[config.mk]
export PLATFORM = sky130hd
export DESIGN_NAME = dns_query_name_encoder
export DESIGN_NICKNAME = d
export VERILOG_FILES = /design/src/rtl/dqe_pkg.sv /design/src/rtl/dqe_front.sv /design/src/rtl/dqe_cmd_fifo.sv /design/src/rtl/dqe_back.sv /design/src/rtl/dns_query_name_encoder.sv
export SDC_FILE = /design/constraint.sdc
export NUM_CORES = 1
export LEC_CHECK = 0
export BUFFER_PORTS_ARGS = -buffer_cell sky130_fd_sc_hd__buf_4
export CAP_MARGIN = 10
export CORE_MARGIN = 2
export CORE_UTILIZATION = 40
export DETAILED_ROUTE_END_ITERATION = 10
export GPL_ROUTABILITY_DRIVEN = 1
export REMOVE_ABC_BUFFERS = 1
export SYNTH_ARGS = -nofsm -noshare
export SYNTH_HDL_FRONTEND = slang
export SYNTH_SLANG_ARGS = --single-unit
[constraint.sdc]
create_clock -name clk_i -period 7.35 [get_ports clk_i]
set_clock_uncertainty 0.05 [all_clocks]
set_input_delay 1.47 -clock clk_i [delete_from_list [all_inputs] [get_ports clk_i]]
set_output_delay 1.47 -clock clk_i [all_outputs]
set_load 0.05 [all_outputs]
[src/rtl/dqe_pkg.sv]
// Shared types and constants for the DNS query name encoder.
package dqe_pkg;

  localparam int unsigned LabelDepth  = 64;
  localparam int unsigned LabelAw     = $clog2(LabelDepth);
  localparam int unsigned MemDepth    = 2 * LabelDepth;
  localparam int unsigned MemAw       = $clog2(MemDepth);
  localparam int unsigned CmdDepth    = 2;
  localparam int unsigned CmdAw       = $clog2(CmdDepth);

  localparam logic [LabelAw-1:0] LabelMax = LabelAw'(63);
  localparam logic [8:0]         NameMax  = 9'd255;

  localparam logic [LabelAw-1:0] HdrLastPos = LabelAw'(12 - 1);
  localparam logic [LabelAw-1:0] TrlLastPos = LabelAw'(5 - 1);

  localparam logic [7:0] CharDot   = 8'h2E;
  localparam logic [7:0] CharBsl   = 8'h5C;
  localparam logic [7:0] FlagsRd   = 8'h01;
  localparam logic [7:0] CountOne  = 8'h01;
  localparam logic [7:0] ClassInLo = 8'h01;

  typedef enum logic [1:0] {
    StOk         = 2'd0,
    StEmptyLabel = 2'd1,
    StLabelLong  = 2'd2,
    StNameLong   = 2'd3
  } status_e;

  typedef struct packed {
    logic               hdr;
    logic [15:0]        id;
    logic               flush;
    logic [LabelAw-1:0] cnt;
    logic               bank;
    logic               trl;
    logic [15:0]        rtype;
    status_e            status;
  } cmd_t;

  typedef struct packed {
    logic             en;
    logic [MemAw-1:0] addr;
    logic [7:0]       data;
  } mem_wr_t;

  typedef struct packed {
    logic valid;
    logic bank;
  } rel_t;

endpackage

[src/rtl/dqe_front.sv]
// Front end: accepts name characters, tracks labels and errors, issues commands.
module dqe_front (
  input  logic             clk_i,
  input  logic             rst_ni,
  input  logic             push,
  output logic             full,
  input  logic [7:0]       name_char_i,
  input  logic             name_end_i,
  input  logic [15:0]      query_id_i,
  input  logic [15:0]      record_type_i,
  input  logic             fifo_full_i,
  output logic             cmd_push_o,
  output dqe_pkg::cmd_t    cmd_o,
  output dqe_pkg::mem_wr_t wr_o,
  input  dqe_pkg::rel_t    rel_i
);
  import dqe_pkg::*;

  logic               started_q;
  logic [LabelAw-1:0] cnt_q;
  logic [8:0]         enc_q;
  logic               esc_q;
  status_e            err_q;
  logic [15:0]        type_q;
  logic               bank_q;
  logic [1:0]         busy_q, busy_d;

  logic               acc, first, esc_c, is_dot, set_esc, app, app_ok, flush, emit;
  logic [LabelAw-1:0] cnt_c, cnt_a;
  logic [8:0]         enc_c, enc_f;
  logic [9:0]         enc_sum;
  status_e            err_c, err_a, err_f;

  assign full = fifo_full_i | busy_q[bank_q];
  assign acc  = push & ~full;

  always_comb begin
    first   = ~started_q;
    cnt_c   = first ? '0 : cnt_q;
    enc_c   = first ? '0 : enc_q;
    esc_c   = first ? 1'b0 : esc_q;
    err_c   = first ? StOk : err_q;
    is_dot  = ~esc_c & (name_char_i == CharDot);
    set_esc = ~esc_c & (name_char_i == CharBsl) & ~name_end_i;
    app     = ~is_dot & ~set_esc;
    app_ok  = app & (err_c == StOk) & (cnt_c < LabelMax);
    cnt_a   = cnt_c + LabelAw'(app_ok);
    err_a   = err_c;
    if (app && err_c == StOk && cnt_c >= LabelMax) begin
      err_a = StLabelLong;
    end else if (is_dot && cnt_c == '0 && !(first && name_end_i) && err_c == StOk) begin
      err_a = StEmptyLabel;
    end
    flush   = (is_dot | name_end_i) & (cnt_a != '0);
    emit    = flush & (err_a == StOk);
    enc_sum = {1'b0, enc_c} + {{(10 - LabelAw){1'b0}}, cnt_a} + 10'd1;
    enc_f   = enc_c;
    if (emit) begin
      enc_f = enc_sum[9] ? 9'h1FF : enc_sum[8:0];
    end
    err_f = err_a;
    if (name_end_i && err_a == StOk && enc_f >= NameMax) begin
      err_f = StNameLong;
    end
  end

  assign cmd_push_o   = acc & (first | emit | name_end_i);
  assign cmd_o.hdr    = first;
  assign cmd_o.id     = query_id_i;
  assign cmd_o.flush  = emit;
  assign cmd_o.cnt    = cnt_a;
  assign cmd_o.bank   = bank_q;
  assign cmd_o.trl    = name_end_i;
  assign cmd_o.rtype  = first ? record_type_i : type_q;
  assign cmd_o.status = err_f;

  assign wr_o.en   = acc & app_ok;
  assign wr_o.addr = {bank_q, cnt_c};
  assign wr_o.data = name_char_i;

  always_comb begin
    busy_d = busy_q;
    if (rel_i.valid) begin
      busy_d[rel_i.bank] = 1'b0;
    end
    if (acc && emit) begin
      busy_d[bank_q] = 1'b1;
    end
  end

  always_ff @(posedge clk_i or negedge rst_ni) begin
    if (!rst_ni) begin
      started_q <= 1'b0;
      cnt_q     <= '0;
      enc_q     <= '0;
      esc_q     <= 1'b0;
      err_q     <= StOk;
      type_q    <= '0;
      bank_q    <= 1'b0;
      busy_q    <= '0;
    end else begin
      busy_q <= busy_d;
      if (acc) begin
        if (first) begin
          type_q <= record_type_i;
        end
        if (emit) begin
          bank_q <= ~bank_q;
        end
        if (name_end_i) begin
          started_q <= 1'b0;
          cnt_q     <= '0;
          enc_q     <= '0;
          esc_q     <= 1'b0;
          err_q     <= StOk;
        end else begin
          started_q <= 1'b1;
          cnt_q     <= flush ? '0 : cnt_a;
          enc_q     <= enc_f;
          esc_q     <= set_esc;
          err_q     <= err_a;
        end
      end
    end
  end

  a_push_room: assert property (@(posedge clk_i) disable iff (!rst_ni)
    cmd_push_o |-> !fifo_full_i) else $error("command pushed into a full queue");

  a_write_free_bank: assert property (@(posedge clk_i) disable iff (!rst_ni)
    wr_o.en |-> !busy_q[bank_q]) else $error("label write into a draining bank");

  a_idle_clean: assert property (@(posedge clk_i) disable iff (!rst_ni)
    !started_q |-> (cnt_q == '0 && err_q == StOk && !esc_q))
    else $error("name state not cleared between names");

endmodule

[src/rtl/dqe_cmd_fifo.sv]
// Short command queue between the front and back ends.
module dqe_cmd_fifo (
  input  logic          clk_i,
  input  logic          rst_ni,
  input  logic          push_i,
  input  dqe_pkg::cmd_t data_i,
  output logic          full_o,
  input  logic          pop_i,
  output logic          valid_o,
  output dqe_pkg::cmd_t data_o
);
  import dqe_pkg::*;

  cmd_t             ent_q [CmdDepth];
  logic [CmdAw-1:0] wp_q, rp_q;
  logic [CmdAw:0]   cnt_q;
  logic             do_push, do_pop;

  assign full_o  = cnt_q == (CmdAw + 1)'(CmdDepth);
  assign valid_o = cnt_q != '0;
  assign data_o  = ent_q[rp_q];
  assign do_push = push_i & ~full_o;
  assign do_pop  = pop_i & valid_o;

  always_ff @(posedge clk_i) begin
    if (do_push) begin
      ent_q[wp_q] <= data_i;
    end
  end

  always_ff @(posedge clk_i or negedge rst_ni) begin
    if (!rst_ni) begin
      wp_q  <= '0;
      rp_q  <= '0;
      cnt_q <= '0;
    end else begin
      if (do_push) begin
        wp_q <= wp_q + 1'b1;
      end
      if (do_pop) begin
        rp_q <= rp_q + 1'b1;
      end
      cnt_q <= cnt_q + (CmdAw + 1)'(do_push) - (CmdAw + 1)'(do_pop);
    end
  end

endmodule

[src/rtl/dqe_back.sv]
// Back end: label memory, byte sequencer and word packer with output register.
module dqe_back (
  input  logic             clk_i,
  input  logic             rst_ni,
  input  logic             cmd_valid_i,
  input  dqe_pkg::cmd_t    cmd_i,
  output logic             cmd_pop_o,
  input  dqe_pkg::mem_wr_t wr_i,
  output dqe_pkg::rel_t    rel_o,
  input  logic             pop,
  output logic             empty,
  output logic [15:0]      out_word_o,
  output logic [1:0]       out_bytes_o,
  output logic             out_last_o,
  output logic [1:0]       status_o
);
  import dqe_pkg::*;

  localparam logic [1:0] PhIdle = 2'd0;
  localparam logic [1:0] PhHdr  = 2'd1;
  localparam logic [1:0] PhLbl  = 2'd2;
  localparam logic [1:0] PhTrl  = 2'd3;

  logic [7:0]         mem [MemDepth];
  logic [7:0]         rd_q;
  cmd_t               cmd_q;
  logic [1:0]         phase_q, phase_d;
  logic [LabelAw-1:0] pos_q;
  logic [7:0]         held_q;
  logic               held_v_q;
  logic               ov_q;
  logic [15:0]        word_q;
  logic [1:0]         bytes_q;
  logic               last_q;
  status_e            stat_q;

  logic [7:0]         cur;
  logic [LabelAw-1:0] last_pos;
  logic               at_end, fin, space, adv, load, rd_en;

  function automatic logic [1:0] first_phase(input logic hdr, input logic flush,
                                             input logic trl);
    logic [1:0] ph;
    ph = PhIdle;
    if (hdr) begin
      ph = PhHdr;
    end else if (flush) begin
      ph = PhLbl;
    end else if (trl) begin
      ph = PhTrl;
    end
    return ph;
  endfunction

  always_comb begin
    cur      = 8'h00;
    last_pos = '0;
    case (phase_q)
      PhHdr: begin
        last_pos = HdrLastPos;
        case (pos_q)
          LabelAw'(0): cur = cmd_q.id[15:8];
          LabelAw'(1): cur = cmd_q.id[7:0];
          LabelAw'(2): cur = FlagsRd;
          LabelAw'(5): cur = CountOne;
          default:     cur = 8'h00;
        endcase
      end
      PhLbl: begin
        last_pos = cmd_q.cnt;
        cur      = (pos_q == '0) ? 8'(cmd_q.cnt) : rd_q;
      end
      PhTrl: begin
        last_pos = TrlLastPos;
        case (pos_q)
          LabelAw'(1): cur = cmd_q.rtype[15:8];
          LabelAw'(2): cur = cmd_q.rtype[7:0];
          LabelAw'(4): cur = ClassInLo;
          default:     cur = 8'h00;
        endcase
      end
      default: begin
        cur      = 8'h00;
        last_pos = '0;
      end
    endcase
  end

  assign at_end    = pos_q == last_pos;
  assign fin       = (phase_q == PhTrl) & at_end;
  assign space     = ~ov_q | pop;
  assign adv       = (phase_q != PhIdle) & (~(held_v_q | fin) | space);
  assign load      = (phase_q == PhIdle) & cmd_valid_i;
  assign cmd_pop_o = load;
  assign rd_en     = adv & (phase_q == PhLbl);

  assign rel_o.valid = adv & (phase_q == PhLbl) & at_end;
  assign rel_o.bank  = cmd_q.bank;

  always_comb begin
    phase_d = phase_q;
    if (load) begin
      phase_d = first_phase(cmd_i.hdr, cmd_i.flush, cmd_i.trl);
    end else if (adv && at_end) begin
      case (phase_q)
        PhHdr:   phase_d = first_phase(1'b0, cmd_q.flush, cmd_q.trl);
        PhLbl:   phase_d = first_phase(1'b0, 1'b0, cmd_q.trl);
        default: phase_d = PhIdle;
      endcase
    end
  end

  always_ff @(posedge clk_i) begin
    if (wr_i.en) begin
      mem[wr_i.addr] <= wr_i.data;
    end
    if (rd_en) begin
      rd_q <= mem[{cmd_q.bank, pos_q}];
    end
    if (load) begin
      cmd_q <= cmd_i;
    end
    if (adv && !held_v_q && !fin) begin
      held_q <= cur;
    end
    if (adv && (held_v_q || fin)) begin
      word_q  <= held_v_q ? {held_q, cur} : {cur, 8'h00};
      bytes_q <= held_v_q ? 2'd2 : 2'd1;
      last_q  <= fin;
      stat_q  <= fin ? cmd_q.status : StOk;
    end
  end

  always_ff @(posedge clk_i or negedge rst_ni) begin
    if (!rst_ni) begin
      phase_q  <= PhIdle;
      pos_q    <= '0;
      held_v_q <= 1'b0;
      ov_q     <= 1'b0;
    end else begin
      phase_q <= phase_d;
      if (load || (adv && at_end)) begin
        pos_q <= '0;
      end else if (adv) begin
        pos_q <= pos_q + LabelAw'(1);
      end
      if (adv) begin
        held_v_q <= ~held_v_q & ~fin;
      end
      if (adv && (held_v_q || fin)) begin
        ov_q <= 1'b1;
      end else if (pop) begin
        ov_q <= 1'b0;
      end
    end
  end

  assign empty       = ~ov_q;
  assign out_word_o  = word_q;
  assign out_bytes_o = bytes_q;
  assign out_last_o  = last_q;
  assign status_o    = stat_q;

  a_label_pos: assert property (@(posedge clk_i) disable iff (!rst_ni)
    phase_q == PhLbl |-> pos_q <= cmd_q.cnt) else $error("label position overrun");

  a_single_last: assert property (@(posedge clk_i) disable iff (!rst_ni)
    (ov_q && bytes_q == 2'd1) |-> last_q) else $error("single-byte word before packet end");

  a_load_starts: assert property (@(posedge clk_i) disable iff (!rst_ni)
    cmd_pop_o |=> phase_q != PhIdle) else $error("command taken with no work");

endmodule

[src/rtl/dns_query_name_encoder.sv]
// Top level of the DNS query name encoder: front end, command queue, back end.
//
//   channel  | handshake          | payload
//   ---------+--------------------+---------------------------------------------------
//   input    | push / full        | name_char_i, name_end_i, query_id_i, record_type_i
//   result   | empty / pop        | out_word_o, out_bytes_o, out_last_o, status_o
//
// The front end takes one character per cycle while the command queue has room and
// the label bank it fills is not still being read out.
// The back end takes a command when idle and sequences its packet bytes (header, labels,
// trailer), packing them in pairs into result words; a closing odd byte leaves alone in
// a single-byte word. A finished word waits while the output register holds an unpopped one.
// Two label banks let the next label fill while the previous one drains.
// Reset clears all control state at once; no clearing pass is needed.
module dns_query_name_encoder (
  input  logic        clk_i,
  input  logic        rst_ni,
  input  logic        push,
  output logic        full,
  input  logic [7:0]  name_char_i,
  input  logic        name_end_i,
  input  logic [15:0] query_id_i,
  input  logic [15:0] record_type_i,
  output logic        empty,
  input  logic        pop,
  output logic [15:0] out_word_o,
  output logic [1:0]  out_bytes_o,
  output logic        out_last_o,
  output logic [1:0]  status_o
);
  import dqe_pkg::*;

  logic    cmd_push, fifo_full, cmd_valid, cmd_pop;
  cmd_t    cmd_in, cmd_out;
  mem_wr_t wr;
  rel_t    rel;

  dqe_front u_front (
    .clk_i         (clk_i),
    .rst_ni        (rst_ni),
    .push          (push),
    .full          (full),
    .name_char_i   (name_char_i),
    .name_end_i    (name_end_i),
    .query_id_i    (query_id_i),
    .record_type_i (record_type_i),
    .fifo_full_i   (fifo_full),
    .cmd_push_o    (cmd_push),
    .cmd_o         (cmd_in),
    .wr_o          (wr),
    .rel_i         (rel)
  );

  dqe_cmd_fifo u_fifo (
    .clk_i   (clk_i),
    .rst_ni  (rst_ni),
    .push_i  (cmd_push),
    .data_i  (cmd_in),
    .full_o  (fifo_full),
    .pop_i   (cmd_pop),
    .valid_o (cmd_valid),
    .data_o  (cmd_out)
  );

  dqe_back u_back (
    .clk_i       (clk_i),
    .rst_ni      (rst_ni),
    .cmd_valid_i (cmd_valid),
    .cmd_i       (cmd_out),
    .cmd_pop_o   (cmd_pop),
    .wr_i        (wr),
    .rel_o       (rel),
    .pop         (pop),
    .empty       (empty),
    .out_word_o  (out_word_o),
    .out_bytes_o (out_bytes_o),
    .out_last_o  (out_last_o),
    .status_o    (status_o)
  );

endmodule

* Word-level counts from Yosys, hierarchy flattened
Memory sizes are Yosys's and may differ from the RTL's. A register that Yosys moved wholly into a read port is not among the register bits. Cells that the tools add are included.
Cells by class: div/mod/pow operators 0, multiplexer cells 47, reductions and logical operators 33, shift-type cells 0, bitwise gates (word level) 41, multipliers 0, order comparisons 7, add/sub/neg operators 8, eq/ne operators 11
Operators by type and width (number):
- one-hot mux 8 bit (3 select lines) | 3
- two-way mux 9 bit | 4
- two-way mux 16 bit | 2
- two-way mux 2 bit | 15
- two-way mux 6 bit | 5
- bitwise AND 1 bit | 19
- one-hot mux 6 bit (3 select lines) | 1
- logical AND 1 bit | 15
- two-way mux 1 bit | 13
- == test 6 x 3 -> 1 bit, second input constant | 2
- logical NOT 6 bit | 2
- inverter 1 bit | 12
- adder 10 x 1 -> 10 bit, second input constant | 1
- adder 9 x 6 -> 10 bit | 1
- nonzero test 2 bit | 5
- >= comparator 9 x 8 -> 1 bit, second input constant | 1
- == test 8 x 6 -> 1 bit, second input constant | 1
- == test 8 x 7 -> 1 bit, second input constant | 1
- two-way mux 8 bit | 1
- bitwise OR 1 bit | 7
- adder 6 x 1 -> 6 bit | 1
- adder 6 x 1 -> 6 bit, second input constant | 1
- == test 2 bit, second input constant | 3
- == test 6 x 1 -> 1 bit, second input constant | 1
- other kinds (21) | 30
Storage, ports and cells: bits in writable memories 1112, register bits 124, latch bits 0, output and inout port bits 23, ROM bits 0, memories 2, logic and storage cells 177
Memories:
- u_back.mem | depth 128, width 8, rd ports 1, clocked after memory_dff 1, write ports 1, line dqe_back.sv:24 | logic [7:0] mem [MemDepth];
- u_fifo.ent_q | depth 2, width 44, rd ports 1, clocked after memory_dff 0, write ports 1, line dqe_cmd_fifo.sv:14 | cmd_t ent_q [CmdDepth];

* Depth between registers and ports, before layout
word-level depth 18, mapped depth 18, depth with buffers taken out 17

* Modules after synthesis
From an unflattened synthesis, not the netlist that was laid out.
Second synthesis, totals: cells, all modules 2699, area total of the unflattened synthesis 50732.4 um^2
Modules (own cells, without submodules):
- dqe_back | area each 44303.7 um^2, sequential area each 33402.0 um^2, times used 1, cells each 2242
- dqe_cmd_fifo | area each 3543.4 um^2, sequential area each 2742.6 um^2, times used 1, cells each 155
- dqe_front | area each 2885.3 um^2, sequential area each 950.9 um^2, times used 1, cells each 302

* Worst setup path before layout
No wires, ideal clock.
path kind input to register, from input name_char_i[4], to memory u_fifo.ent_q[0][0] (netlist name), enable pin, data arrival time 5889 ps, slack 961 ps, stages on the path 14, cells stage by stage nor4bb_1 > a41oi_1 > nor2_1 > nor3_1 > ha_1 > ha_1 > nand3_1 > mux2i_1 > nor2_1 > a31oi_1 > nand2_1 > buf_2 > a21oi_1 > nor2b_1
RTL lines:
- start, declared | line dns_query_name_encoder.sv:20 | input logic [7:0] name_char_i,
- end, declared | line dqe_cmd_fifo.sv:14

==> impl_metrics.toml <==
[floorplanning]
die_w_um = 355
row_count = 128
coreArea_sq_um = 122000
die_y_um = 355
start_util = 0.403
io_pins = 68
dieArea_sq_um = 126000

[clock_network]
clock_path_buffers = 3
path_clk_slew_ns = 0.06
cts_sinks = 1244
hold_buffers = 0
numCtsBuffers = 120
root_buffer = "clkbuf_16"
cts-resized-gates = 0
postCtsSetupBuffers = 0
clk_latency_ns = 0.71
htreeDepth = 3
cts_tree = "yes"

[pwr]
leakage_nw = 17.4
powerDensity_nw_per_um2 = 349
ir_worst_vdd_uv = 293

[sta]
finalCritPeriodShare = 0.814
finalCriticalPeriod_ns = 5.98
finalSetupViolations = 0
rsz0062_at_grt = "false"
relSlewSlack = 0.231
max_clock_freq_mhz = 167
hold_viol_final = 0
tightest_slew_ns = 1.15
slew_viol_final = 0

[detailed_routing]
vias = 23500
drt_wl_total_um = 113000
postRouteAntennaNets = 0
drt_first_pass_iters = 6
vias_per_cell = 5.63
wl_per_cell_um = 27.1
drc = 0
drt_iter0_markers = 2805

[worst_hold_path]
min_to = "u_front.type_q[10]"
holdCritStartpoint = "u_front.type_q[10]"
hold_depth = 1
hold_path_class = "register to register"

[grt]
grt_antenna_before_repair = 1
track_usage = 0.180
gr-max-usage-layer = "met2"
met2_usage = 0.291
grt_use_met1 = 0.256
grt_pass1_wl_um = 167000
grt_pass1_vias = 23900
grt-ovfl-total = 0
grt_max_degree = 129
met3_usage = 0.0286

[synthesis]
yosysSeqAreaShare = 0.754
synth_warnings = 0
synthArstFlopShare = 0.0418
synthCells = 2337
synth.cell_area_sq_um = 49200
ys_types = 63
synthFlopType = "edfxtp_1"
synth_edf_count = 1192
avgSynthCellArea_sq_um = 21.0
synth_seq_cells = 1244

[worst_setup_path]
r2r-start = "u_front.started_q"
regToRegSetupSlack_ns = 1.37
worstSetupStartpointType = "register"
regToRegEndpoint = "u_fifo.ent_q[0][17]"
cp_data_arrival_time_ns = 6.32
ff2ff_path_depth = 14
cp_max_fo = 53
required_ns = 7.69
crit_type = "register to register"
critPathCaptureType = "register"

[placed_design]
gp_congestion = 0.861
hpwl_um = 69700
portBuffers = 67
placed_cell_area_sq_um = 51600

[run_status]
status = "finished, final reports clean"

[cells_and_area]
regArea_sq_um = 37100
final_nets = 2517
area_delta_synth_final_pct = 12.8
multi_input_area_sq_um = 11500
fin_util = 0.455
diodes = 0
final_cell_area_sq_um = 55500
layout-drive-gt1-share = 0.281
fillers = 10100

[flow_run]
drv_cap = 0
[where the power goes]
part           internal (W)  total [W]  leakage [nW]  switching, W
Combinational       0.00209    0.00462          4.07       0.00253
Clock               0.00338    0.00598          1.89       0.00261
Sequential          0.00832    0.00873          11.4      0.000410
Total                0.0138     0.0193          17.4       0.00555
[Yosys cell counts, types with 2 or more instances]
library cell  count  share of area
a41oi_1           2        0.00036
clkbuf_1         73         0.0056
nor2b_1           6        0.00076
mux4_2          336           0.15
dfrtp_1          52          0.026
a21oi_1          20         0.0020
o211ai_1          3        0.00046
nand2_1          75         0.0057
nand3b_1          5        0.00076
or2_2             6        0.00076
a222oi_1          5         0.0010
o21ai_0          20         0.0020
nor2_1          167          0.013
or3_1             3        0.00038
mux2i_1           9         0.0018
and2_1           14         0.0018
o32ai_1           3        0.00053
nor3_1            8        0.00081
ha_1             18         0.0046
a22o_1           22         0.0039
xor2_1            6         0.0011
a41o_1            2        0.00041
mux2_2           82          0.019
nand3_1          22         0.0022
o31ai_1           3        0.00046
a21o_1            6        0.00092
a31oi_1           8         0.0010
buf_4             7         0.0011
buf_6             2        0.00046
edfxtp_1       1192           0.73
buf_2            16         0.0016
nor4_1            7        0.00089
nand2b_1          6        0.00076
buf_1            29         0.0022
xnor2_1          13         0.0023
nor3b_1           2        0.00031
nor4bb_1          2        0.00041
inv_1            30         0.0023
o21a_1            3        0.00046
a22oi_1           6        0.00092
nand4_1          13         0.0017
a32oi_1           3        0.00053
and3_1           10         0.0013
[registers in the layout, indices dropped and copies added, names as in the netlist, 2 cells and up]
register,cells
u_back.mem,1024
u_fifo.ent_q,88
u_back.cmd_q,42
u_back.out_word_o,16
u_front.type_q,16
u_front.enc_q,9
u_back.held_q,8
u_back.rd_q,8
u_back.pos_q,6
u_front.cnt_q,6
u_back.out_bytes_o,2
u_back.phase_q,2
u_back.status_o,2
u_fifo.cnt_q,2
u_front.busy_q,2
u_front.err_q,2
[worst max path at each step]
stage	start	end	slack, ns
global placement	name_char_i[6]	u_fifo.ent_q[0][36]	1.26
finish	u_front.started_q	u_fifo.ent_q[0][17]	1.37
CTS	u_front.started_q	u_fifo.ent_q[0][17]	1.45
global route	u_front.started_q	u_fifo.ent_q[0][17]	0.85
detailed placement	name_char_i[6]	u_fifo.ent_q[0][36]	1.07
floorplan	u_back.pos_q[0]	u_back.out_word_o[10]	-4.75
[through the flow]
stage                     total power [W]  setup WS [ns]  hold WS (ns)  setup TNS, ns  std cells
after floorplan                    0.0125          -4.75         0.399        -360.09       2225
after global routing               0.0201          0.848         0.463              0       4180
final                              0.0193           1.37         0.450              0       4180
after detailed placement           0.0136           1.07         0.426              0       3955
after CTS                          0.0195           1.45         0.440              0       4179
after global placement             0.0135           1.26         0.416              0       3955
[area by class of cell]
cell class / count / area share
clock buffers: 156 / 0.0582
clock inverters: 68 / 0.0105
inverters: 31 / 0.00210
multi-input cells: 950 / 0.207
flip-flops and latches: 1244 / 0.669
well taps: 1625 / 0.0367
repair buffers: 106 / 0.0161
[worst max-delay path, cell delays in order (launching register included)]
cell and delay [ns]:
dfrtp_2 1.09, nand2_1 0.45, nand4_1 0.52, nor2_1 0.15, nor3_1 0.25, ha_1 0.21
ha_1 0.18, nand3_1 0.18, mux2i_1 0.41, nor2_1 0.10, a31oi_1 0.40, nand2_1 0.40
a21oi_1 0.43, nor2b_4 0.56, buf_12 0.28
[layer usage]
metal,routed length [um],part of all wire
met1,48700,0.43
met2,55200,0.49
met3,6920,0.061
met4,2360,0.021
met5,0,0
[logic make-up (layout without fill, tap and decap cells)]
group	after synthesis	count (layout)	synth area share
xor+xnor	19	19	0.00338
other cells	1	16	0.0000763
mux	427	427	0.174
fa+ha+maj	19	19	0.00499
simple gates	350	350	0.0320
compound gates	119	119	0.0174
flops	1244	1244	0.754
buf+inv	158	361	0.0133
[placed cells by master, fill, tap and decap left out, types with 6 or more instances in the layout]
master,Yosys,final
edfxtp_1,1192,1192
buf_4,7,99
a22oi_1,6,6
clkinv_1,0,19
nor2_1,167,167
clkbuf_16,0,122
xnor2_1,13,13
or2_2,6,6
mux2_2,82,82
and2_1,14,13
o21ai_0,20,20
clkbuf_1,73,29
and3_1,10,10
a22o_1,22,22
nand3_1,22,22
buf_12,0,6
nand2b_1,6,6
nor4_1,7,7
mux2i_1,9,9
a21o_1,6,6
dfrtp_1,52,46
a31oi_1,8,8
nor3_1,8,8
inv_1,30,29
ha_1,18,18
nand4_1,13,13
conb_1,1,16
a21oi_1,20,20
nand2_1,75,74
xor2_1,6,6
clkinv_2,0,31
bufinv_16,0,8
mux4_2,336,336
(Power assumes the default switching activity.)
